`config.mk`:
```
export PLATFORM = sky130hd
export DESIGN_NAME = ascii_number_parser
export DESIGN_NICKNAME = d
export VERILOG_FILES = /design/src/anp_pkg.sv /design/src/anp_core.sv /design/src/ascii_number_parser.sv
export SDC_FILE = /design/constraint.sdc
export NUM_CORES = 1
export LEC_CHECK = 0
export BUFFER_PORTS_ARGS = -buffer_cell sky130_fd_sc_hd__buf_2
export CAP_MARGIN = 25
export CORE_ASPECT_RATIO = 0.5
export CORE_MARGIN = 2
export CORE_UTILIZATION = 62
export DETAILED_ROUTE_END_ITERATION = 10
export MAX_ROUTING_LAYER = met4
export PLACE_DENSITY = 0.82
export SLEW_MARGIN = 10
export SYNTH_ARGS = -nofsm -noshare
export SYNTH_HDL_FRONTEND = slang
export SYNTH_SLANG_ARGS = --single-unit
```
`constraint.sdc`:
```
create_clock -name clock -period 7.4 [get_ports clock]
set_clock_uncertainty 0.1 [all_clocks]
set_input_delay 1.11 -clock clock [delete_from_list [all_inputs] [get_ports clock]]
set_output_delay 1.11 -clock clock [all_outputs]
set_load 0.1 [all_outputs]
```
`src/anp_pkg.sv`:
```
`default_nettype none

package anp_pkg;

   // Widths and digit-count limits of the parser.
   localparam int VALUE_BITS     = 32;
   localparam int MAX_HEX_DIGITS = 8;
   localparam int MAX_DEC_DIGITS = 12;
   localparam int CHAR_BITS      = 8;
   localparam int POS_BITS       = 8;
   localparam int DIGIT_BITS     = 4;

   // Result word on the stream: value, then status, padded to whole bytes.
   localparam int RSP_PAYLOAD_BITS = VALUE_BITS + 1;
   localparam int RSP_DATA_BITS    = ((RSP_PAYLOAD_BITS + 7) / 8) * 8;

   localparam logic [POS_BITS-1:0] POS_MAX   = {POS_BITS{1'b1}};
   localparam logic [POS_BITS-1:0] POS_ZERO  = '0;
   localparam logic [POS_BITS-1:0] POS_ONE   = POS_BITS'(1);
   localparam logic [POS_BITS-1:0] POS_TWO   = POS_BITS'(2);
   localparam logic [POS_BITS-1:0] HEX_LIMIT = POS_BITS'(MAX_HEX_DIGITS + 2);
   localparam logic [POS_BITS-1:0] DEC_LIMIT = POS_BITS'(MAX_DEC_DIGITS);

   // Characters with a meaning of their own.
   localparam logic [CHAR_BITS-1:0] CHAR_NUL     = 8'h00;
   localparam logic [CHAR_BITS-1:0] CHAR_LOWER_X = 8'h78;
   localparam logic [CHAR_BITS-1:0] CHAR_UPPER_X = 8'h58;
   localparam logic [CHAR_BITS-1:0] CHAR_ZERO    = 8'h30;
   localparam logic [CHAR_BITS-1:0] CHAR_NINE    = 8'h39;
   localparam logic [CHAR_BITS-1:0] CHAR_UPPER_A = 8'h41;
   localparam logic [CHAR_BITS-1:0] CHAR_UPPER_F = 8'h46;
   localparam logic [CHAR_BITS-1:0] CHAR_LOWER_A = 8'h61;
   localparam logic [CHAR_BITS-1:0] CHAR_LOWER_F = 8'h66;

   // Radix of the string, decided by its second character.
   typedef enum logic [1:0] {
      MODE_UNDECIDED = 2'd0,
      MODE_DEC       = 2'd1,
      MODE_HEX       = 2'd2
   } anp_mode_type;

   typedef struct packed {
      logic                  ok;
      logic [DIGIT_BITS-1:0] val;
   } anp_digit_type;

   typedef struct packed {
      logic                  status;
      logic [VALUE_BITS-1:0] value;
   } anp_result_type;

   // Digit value of a character; hex letters count only in hex mode.
   function automatic anp_digit_type anp_digit(input logic [CHAR_BITS-1:0] c,
                                               input logic hex);
      anp_digit_type d;
      d.ok  = 1'b0;
      d.val = '0;
      if (c >= CHAR_ZERO && c <= CHAR_NINE) begin
         d.ok  = 1'b1;
         d.val = DIGIT_BITS'(c - CHAR_ZERO);
      end else if (hex && c >= CHAR_UPPER_A && c <= CHAR_UPPER_F) begin
         d.ok  = 1'b1;
         d.val = DIGIT_BITS'(c - CHAR_UPPER_A + 8'd10);
      end else if (hex && c >= CHAR_LOWER_A && c <= CHAR_LOWER_F) begin
         d.ok  = 1'b1;
         d.val = DIGIT_BITS'(c - CHAR_LOWER_A + 8'd10);
      end
      return d;
   endfunction

endpackage

`default_nettype wire

```
`src/anp_core.sv`:
```
`default_nettype none

module anp_core
   import anp_pkg::*;
(
   input  wire logic                 clock,
   input  wire logic                 reset,
   input  wire logic                 step,
   input  wire logic [CHAR_BITS-1:0] character,
   output logic                      res_valid,
   output anp_result_type            res
);

   logic [POS_BITS-1:0]   pos_ff,   pos_in;
   logic [CHAR_BITS-1:0]  held_ff,  held_in;
   anp_mode_type          mode_ff,  mode_in;
   logic [VALUE_BITS-1:0] acc_ff,   acc_in;
   logic                  bad_ff,   bad_in;

   anp_mode_type          mode_eff;
   logic [VALUE_BITS-1:0] acc_eff;
   logic                  bad_eff;
   logic [VALUE_BITS-1:0] acc_next;
   logic [POS_BITS-1:0]   pos_inc;
   anp_digit_type         held_digit;
   anp_digit_type         cur_digit;
   logic                  is_x;
   logic                  is_nul;
   logic                  count_bad;

   // State as it stands once a pending first character has been fed in decimal.
   always_comb begin
      held_digit = anp_digit(held_ff, 1'b0);
      if (mode_ff == MODE_UNDECIDED) begin
         mode_eff = MODE_DEC;
         acc_eff  = held_digit.ok ? VALUE_BITS'(held_digit.val) : '0;
         bad_eff  = !held_digit.ok;
      end else begin
         mode_eff = mode_ff;
         acc_eff  = acc_ff;
         bad_eff  = bad_ff;
      end
   end

   // Accumulate the current character: shift by four in hex, times ten in decimal.
   always_comb begin
      cur_digit = anp_digit(character, mode_eff == MODE_HEX);
      if (mode_eff == MODE_HEX) begin
         acc_next = (acc_eff << 4) | VALUE_BITS'(cur_digit.val);
      end else begin
         acc_next = (acc_eff << 3) + (acc_eff << 1) + VALUE_BITS'(cur_digit.val);
      end
      pos_inc = (pos_ff == POS_MAX) ? pos_ff : pos_ff + POS_ONE;
      is_x    = (character == CHAR_LOWER_X) || (character == CHAR_UPPER_X);
      is_nul  = (character == CHAR_NUL);
      if (mode_eff == MODE_HEX) begin
         count_bad = (pos_ff == POS_TWO) || (pos_ff > HEX_LIMIT);
      end else begin
         count_bad = (pos_ff > DEC_LIMIT);
      end
   end

   // Next state and the result on the terminating NUL.
   always_comb begin
      pos_in     = pos_ff;
      held_in    = held_ff;
      mode_in    = mode_ff;
      acc_in     = acc_ff;
      bad_in     = bad_ff;
      res_valid  = 1'b0;
      res.value  = '0;
      res.status = 1'b0;
      if (step) begin
         if (pos_ff == POS_ZERO) begin
            if (is_nul) begin
               res_valid = 1'b1;
            end else begin
               held_in = character;
               pos_in  = POS_ONE;
            end
         end else if (mode_ff == MODE_UNDECIDED && is_x) begin
            mode_in = MODE_HEX;
            pos_in  = pos_inc;
         end else if (is_nul) begin
            res_valid  = 1'b1;
            res.value  = acc_eff;
            res.status = bad_eff || count_bad;
            pos_in     = POS_ZERO;
            held_in    = '0;
            mode_in    = MODE_UNDECIDED;
            acc_in     = '0;
            bad_in     = 1'b0;
         end else begin
            mode_in = mode_eff;
            pos_in  = pos_inc;
            acc_in  = acc_eff;
            bad_in  = bad_eff;
            if (!bad_eff) begin
               if (cur_digit.ok) begin
                  acc_in = acc_next;
               end else begin
                  bad_in = 1'b1;
               end
            end
         end
      end
   end

   always_ff @(posedge clock) begin
      if (reset) begin
         pos_ff  <= POS_ZERO;
         held_ff <= '0;
         mode_ff <= MODE_UNDECIDED;
         acc_ff  <= '0;
         bad_ff  <= 1'b0;
      end else begin
         pos_ff  <= pos_in;
         held_ff <= held_in;
         mode_ff <= mode_in;
         acc_ff  <= acc_in;
         bad_ff  <= bad_in;
      end
   end

`ifndef SYNTHESIS
   // A result always leaves the parser ready for a fresh string.
   a_clear_after_result: assert property (@(posedge clock) disable iff (reset)
      res_valid |=> (pos_ff == POS_ZERO) && (mode_ff == MODE_UNDECIDED))
      else $error("parser state not cleared after result");

   // The radix is only known once two characters have been seen.
   a_mode_needs_two: assert property (@(posedge clock) disable iff (reset)
      (mode_ff != MODE_UNDECIDED) |-> (pos_ff >= POS_TWO))
      else $error("radix decided before second character");

   // Nothing accumulates before the first character.
   a_idle_empty: assert property (@(posedge clock) disable iff (reset)
      (pos_ff == POS_ZERO) |-> (acc_ff == '0) && !bad_ff)
      else $error("accumulator not empty at string start");

   // An error freezes the accumulator until the string ends.
   a_frozen_on_error: assert property (@(posedge clock) disable iff (reset)
      (bad_ff && step && !is_nul) |=> $stable(acc_ff))
      else $error("accumulator moved after a bad character");
`endif

endmodule

`default_nettype wire

```
`src/ascii_number_parser.sv`:
```
// Channel  Direction  Payload (low bit first)            Handshake
// req_     in         tdata[7:0] character               tvalid / tready
// rsp_     out        tdata[31:0] value, [32] status     tvalid / tready
//
// One character is taken per cycle while req_tready is high; each result is registered on rsp_.
// The cycle time is set by the times-ten add on the 32-bit accumulator.
// Reset (synchronous, active high) clears the parse state and both result slots.
// A two-entry output buffer (result register plus skid slot) sits on rsp_;
// req_tready drops only while both slots hold results.

`default_nettype none

module ascii_number_parser
   import anp_pkg::*;
(
   input  wire logic                     clock,
   input  wire logic                     reset,
   input  wire logic                     req_tvalid,
   output logic                          req_tready,
   input  wire logic [CHAR_BITS-1:0]     req_tdata,   // [7:0] character
   output logic                          rsp_tvalid,
   input  wire logic                     rsp_tready,
   output logic [RSP_DATA_BITS-1:0]      rsp_tdata    // [31:0] value, [32] status, rest zero
);

   logic           req_accept;
   logic           res_valid;
   anp_result_type res;

   logic           out_valid_ff,  out_valid_in;
   anp_result_type out_ff,        out_in;
   logic           skid_valid_ff, skid_valid_in;
   anp_result_type skid_ff,       skid_in;
   logic           pop;

   assign req_tready = !skid_valid_ff;
   assign req_accept = req_tvalid && req_tready;

   anp_core u_core (
      .clock     (clock),
      .reset     (reset),
      .step      (req_accept),
      .character (req_tdata),
      .res_valid (res_valid),
      .res       (res)
   );

   // Output register refills from the skid slot first, else from a new result.
   always_comb begin
      pop           = out_valid_ff && rsp_tready;
      out_valid_in  = out_valid_ff;
      out_in        = out_ff;
      skid_valid_in = skid_valid_ff;
      skid_in       = skid_ff;
      if (!out_valid_ff || pop) begin
         if (skid_valid_ff) begin
            out_valid_in  = 1'b1;
            out_in        = skid_ff;
            skid_valid_in = 1'b0;
         end else begin
            out_valid_in = res_valid;
            out_in       = res;
         end
      end else if (res_valid) begin
         skid_valid_in = 1'b1;
         skid_in       = res;
      end
   end

   always_ff @(posedge clock) begin
      if (reset) begin
         out_valid_ff  <= 1'b0;
         skid_valid_ff <= 1'b0;
      end else begin
         out_valid_ff  <= out_valid_in;
         skid_valid_ff <= skid_valid_in;
      end
   end

   always_ff @(posedge clock) begin
      out_ff  <= out_in;
      skid_ff <= skid_in;
   end

   assign rsp_tvalid = out_valid_ff;
   assign rsp_tdata  = RSP_DATA_BITS'(out_ff);

`ifndef SYNTHESIS
   // The skid slot is only ever filled behind a waiting result.
   a_skid_behind_out: assert property (@(posedge clock) disable iff (reset)
      skid_valid_ff |-> out_valid_ff)
      else $error("skid slot holds a result while output register is empty");

   // A stalled result with a full skid slot stays put.
   a_stall_holds: assert property (@(posedge clock) disable iff (reset)
      (skid_valid_ff && !rsp_tready) |=> skid_valid_ff && $stable(out_ff))
      else $error("buffered result lost during stall");
`endif

endmodule

`default_nettype wire
```
# Word level (Yosys, flattened, before mapping)
# Index checks and enable logic that the tools add are counted.
# op_classes
n_addsub	9
order_cmp	10
eq_ne	7
mux	37
bitwise_logic	4
reduce_logical	26
# ops
operator	count
33-bit two-way mux	5
32-bit two-way mux	5
8-bit two-way mux	9
32-bit adder	1
32-bit by 4-bit adder with 32-bit output	1
32-bit by 4-bit bitwise OR with 32-bit output	1
5-bit two-way mux	4
8-bit by 7-bit equality test with 1-bit output (second input constant)	2
8-bit by 6-bit >= comparator with 1-bit output (second input constant)	2
8-bit by 7-bit >= comparator with 1-bit output (second input constant)	2
8-bit by 4-bit > comparator with 1-bit output (second input constant)	2
8-bit by 6-bit <= comparator with 1-bit output (second input constant)	2
8-bit by 7-bit <= comparator with 1-bit output (second input constant)	2
8-bit logical NOT	2
4-bit by 1-bit subtractor with 4-bit output (second input constant)	4
1-bit two-way mux	10
1-bit logical AND	9
4-bit adder (second input constant)	2
8-bit by 1-bit adder with 8-bit output (second input constant)	1
8-bit by 2-bit equality test with 1-bit output (second input constant)	1
8-bit equality test (second input constant)	1
2-bit two-way mux	3
2-bit AND reduction	3
1-bit logical OR	4
11 further kinds	15
# word_totals
reg_bits	119
inputBits	12
output_inout_bits	42
wordCells	104

# Longest topological paths before layout
# depth
ltp_word	13
ltp_mapped	18
depth_no_buf	18

# Hierarchy
# From an unflattened synthesis, not the netlist that was laid out.
# unflattened
hier_cells	777
hier_area_um2	7667.4
# by_module_without_submodules
module	instances	cells_per_inst	area_per_inst_um2	seq_area_each_um2
anp_core	1	656	5012.3	1021.0
ascii_number_parser	1	121	2655.0	2021.9

# Least setup slack after synthesis
# No wires, ideal clock.
# synth_path
path_type	input -> register
startpoint	in req_tdata[0]
endpoint	reg u_core.acc_ff[30]
setup_time_ns	0.120
arrival_ns	4.791
required_time_ns	7.180
setup_slack_ns	2.389
stages	18
n_path_buf	0
path_cell_list	inv_1 ha_1 nand2b_4 o311ai_1 nor3_2 a21o_1 a22o_1 ha_1 ha_1 fa_1 a211o_1 o211ai_1 a21oi_1 a21o_1 a211oi_2 nor2_1 a31o_2 a211o_1
# synth_via
elab_chain_cells	11
elab_cells_between_ends	31
cone_classes	6 x add/sub; 6 x order compare; 2 x eq/ne; 7 x mux; 1 x bitwise; 9 x reduce/logical
# synth_lines
element	line_no	rtl
start: declaration	ascii_number_parser.sv:20	input wire logic [CHAR_BITS-1:0] req_tdata,
parallel branches: the longest is 11 deep, another holds 32-bit by 4-bit adder with 32-bit output	-	
end signal: assignment	anp_core.sv:120	acc_ff <= acc_in;
end: declaration	anp_core.sv:17	logic [VALUE_BITS-1:0] acc_ff, acc_in;
# Several ways; the timed one is not identified.
# A chain may end at the register's enable or synchronous reset.

# Worst setup path in the final report
# Ends and elaborated chain as after synthesis.

==> impl_metrics.csv <==
group,metric,value,unit
sta,finalSetupTns,0,ns
clock_network,post_cts_resized,0,
worst_setup_path,cp_common_cell,"ha_1",
floorplanning,start_util,0.632,
place,post-place-ws,1.85,ns
pwr,total_power,1640,uW
job,maxCapViolations,0,
global_route,gr-usage-all-layers,0.291,
floorplanning,die_x,158,um
worst_setup_path,r2r_start,"u_core.mode_ff[0]",
clock_network,path_clk_slew,0.06,ns
synth,synth_ff_type,"edfxtp_1",
layout,synthToLayoutAreaGrowth,12.8,%
worst_setup_path,cp_slowest_stage_delay,0.44,ns
floorplanning,io_pins,54,
pwr,seqPwrFrac,0.425,
synth,yosys_warnings,0,
synth,yosysSeqAreaShare,0.412,
synth,yosysTopAreaCell,"edfxtp_1",
worst_setup_path,cp_max_fo,7,
layout,final_cell_mix,"66 x ha_1, 66 x edfxtp_1, 63 x nand2_1",
worst_setup_path,critPathCaptureType,"flip-flop",
pwr,clkPwrFrac,0.528,
synth,synthTopCellsByArea,"edfxtp_1 27%, dfxtp_1 14%, ha_1 11%",
place,io_buffers,46,
status,outcome,"completed",
place,routabilityCongestion,0.922,
clock_network,ctsHoldBuffers,0,
worst_setup_path,startpoint,"req_tdata[0]",
sta,post-route-min-period,5.20,ns
worst_setup_path,cp.arrival,5.40,ns
synth,synth_top_area_share,0.268,
clock_network,clk_latency,0.42,ns
clock_network,htree_levels,4,
global_route,grt_max_degree,37,
clock_network,clockBufferDepth,2,
clock_network,cts-root-buf,"clkbuf_16",
global_route,antenna_found_initial,0,
clock_network,postCtsSetupBuffers,0,
sta,period_share,0.703,
sta,tightest_slew,0.762,ns
layout,layout.nets,883,
synth,syn-cell-area,0.00739,mm2
global_route,grt.overflow.total,0,
pwr,combinationalPowerShare,0.047,
worst_setup_path,timing.rr.end,"u_core.acc_ff[30]",
layout,drive_gt1_frac,0.135,
layout,diodes,0,
place,post-dp-hpwl,11800,um
sta,fmax,0.192,GHz
floorplanning,die_h,81.2,um
synth,synthCells,765,
synth,synth-async-reset-ratio,0,
floorplanning,die_area,0.0129,mm2
global_route,grt_pass1_vias,5927,
pwr,p_leak,0.00388,uW
route,antenna_left,0,
route,viasPerCell,6.31,
sta,hold_viol_final,0,
sta,setup_viol,0,
worst_hold_path,min_path_type,"flip-flop to flip-flop",
pwr,vdd_drop_max,0.167,mV
synth,synth_edf_count,66,
worst_setup_path,cp.required,7.60,ns
worst_setup_path,r2r_slack,2.52,ns
synth,avgSynthCellArea,9.66,um2
floorplanning,rows,28,
clock_network,cts_buffers,17,
sta,relSlewSlack,0.479,
synth,synth-seq-cells,119,
global_route,grt_pass1_wl,28300,um
worst_setup_path,ff2ff_path_depth,17,
clock_network,cts_tree,"yes",
pwr,p_switching,392,uW
floorplanning,core_region_area,0.0117,mm2
route,dr_total_vias,6186,
worst_setup_path,endpoint,"u_core.acc_ff[30]",
sta,grt_setup_unrepaired,"no",
route,routedWlPerCell,17.9,um
sta,slew_viol_final,0,
worst_setup_path,startpoint_type,"input pin",
worst_setup_path,cpMaxStageDelayCell,"fa_1",
route,first_pass_iters,6,
pwr,powerDensity,197,mW/mm2
pwr,internal_power,1250,uW
worst_setup_path,critical_path.cell_chain,"buf_2, inv_1, ha_1, nand2b_4, o311ai_1, nor3_2, a21o_1, a22o_1, ha_1, ha_1, fa_1, a211o_1, o211ai_1, a21oi_1, a21o_1, a211oi_2, nor2_1, a31o_2, a211o_1",
pwr,switching_share,0.239,
worst_setup_path,crit_type,"input pin to flip-flop",
synth,ys_types,71,
route,drtIter0Drc,520,
route,drt-total-wl,17600,um
route,remaining_drc_errors,0,
clock_network,clock-sinks,119,
sta,layout_setup_ws,2.20,ns
## synthesized netlist by cell type (all sizes together) (2+ instances only)
| master | n |
|---|---|
| nor2 | 59 |
| mux2 | 3 |
| nand3 | 6 |
| a311oi | 2 |
| nand2 | 63 |
| nand2b | 11 |
| o311ai | 2 |
| o211ai | 7 |
| a21oi | 56 |
| ha | 66 |
| fa | 2 |
| a31o | 3 |
| o21ai | 31 |
| nand3b | 3 |
| o22ai | 10 |
| o31ai | 4 |
| or4 | 2 |
| a22o | 5 |
| a21o | 49 |
| nor2b | 3 |
| a211oi | 8 |
| a22oi | 27 |
| o2111ai | 2 |
| nand4 | 12 |
| o21bai | 4 |
| nor4 | 3 |
| or3 | 5 |
| clkbuf | 24 |
| and2 | 55 |
| xor2 | 12 |
| a31oi | 8 |
| edfxtp | 66 |
| dfxtp | 53 |
| inv | 13 |
| buf | 16 |
| nor3 | 16 |
| a211o | 4 |
| and3 | 13 |
| o21a | 3 |
| or2 | 4 |
| a222oi | 4 |
| xnor2 | 13 |
## through the flow
step	hold slack, ns	area (um2)	utilization	std cells
after floorplan	0.327	7410	-	771
after global placement	0.340	7690	0.657	947
after detailed placement	0.342	7690	0.657	947
after CTS	0.350	8310	0.710	979
after global routing	0.386	8340	0.712	981
final	0.353	8340	0.712	981
## state kept, by name (all words and copies together) (netlist names)
name	flops
skid_ff	33
u_core.held_ff	8
u_core.mode_ff	2
u_core.pos_ff	8
u_core.acc_ff	32
rsp_tdata	33
u_core.bad_ff	1
rsp_tvalid	1
skid_valid_ff	1
## metal layers
metal | global-route usage | vias to the layer above | wire length, um
met4 | 0.134 | 0 | 512
met2 | 0.493 | 210 | 8650
met5 | - | - | 0
li1 | - | 2929 | -
met3 | 0.0550 | 45 | 941
met1 | 0.341 | 3002 | 7470
## worst min-delay path by stage
stage / start / end / slack [ns] / depth (start not counted)
global route: u_core.held_ff[4] / u_core.held_ff[4] / 0.39 / 2
floorplan: u_core.held_ff[5] / u_core.held_ff[5] / 0.33 / 2
global placement: u_core.held_ff[5] / u_core.held_ff[5] / 0.34 / 2
finish: u_core.held_ff[5] / u_core.held_ff[5] / 0.35 / 2
detailed placement: u_core.held_ff[5] / u_core.held_ff[5] / 0.34 / 2
CTS: u_core.held_ff[5] / u_core.held_ff[5] / 0.35 / 2
## layout make-up
| class | instances | area (um2) |
|---|---|---|
| inverter | 14 | 53.8 |
| clock buffer | 17 | 425 |
| sequential | 119 | 3040 |
| clock inverter | 15 | 191 |
| timing repair buffer | 53 | 294 |
| fill | 885 | 3370 |
| tap | 165 | 206 |
| multi-input combinational | 598 | 4120 |
## power groups by stage
stage                     clock network, uW  logic [uW]  registers, uW
after floorplan                           0        58.6            712
after global placement                    0        70.2            712
after detailed placement                  0        72.1            712
after CTS                               870        72.7            698
after global routing                    899        81.6            699
final                                   868        76.5            698
## cells by family (layout without fill, tap and decap cells)
logic type,count (synthesis),after routing,synth area share
adder cells (fa/ha/maj),68,68,0.117
XOR/XNOR,25,25,0.0296
AO/OA/AOI/OAI,237,237,0.222
flip-flops,119,119,0.412
AND/OR/NAND/NOR,258,258,0.180
multiplexers,3,3,0.00457
other,1,7,0.000507
buffers and inverters,54,99,0.0342
## critical path: cells and delay by family
family                   cells  cell delay, ns
adder cells (fa/ha/maj)      4            1.18
buffers and inverters        2            0.24
AND/OR/NAND/NOR              3            0.36
AO/OA/AOI/OAI               10            2.51
No activity file was read; power rests on OpenSTA's default activity.
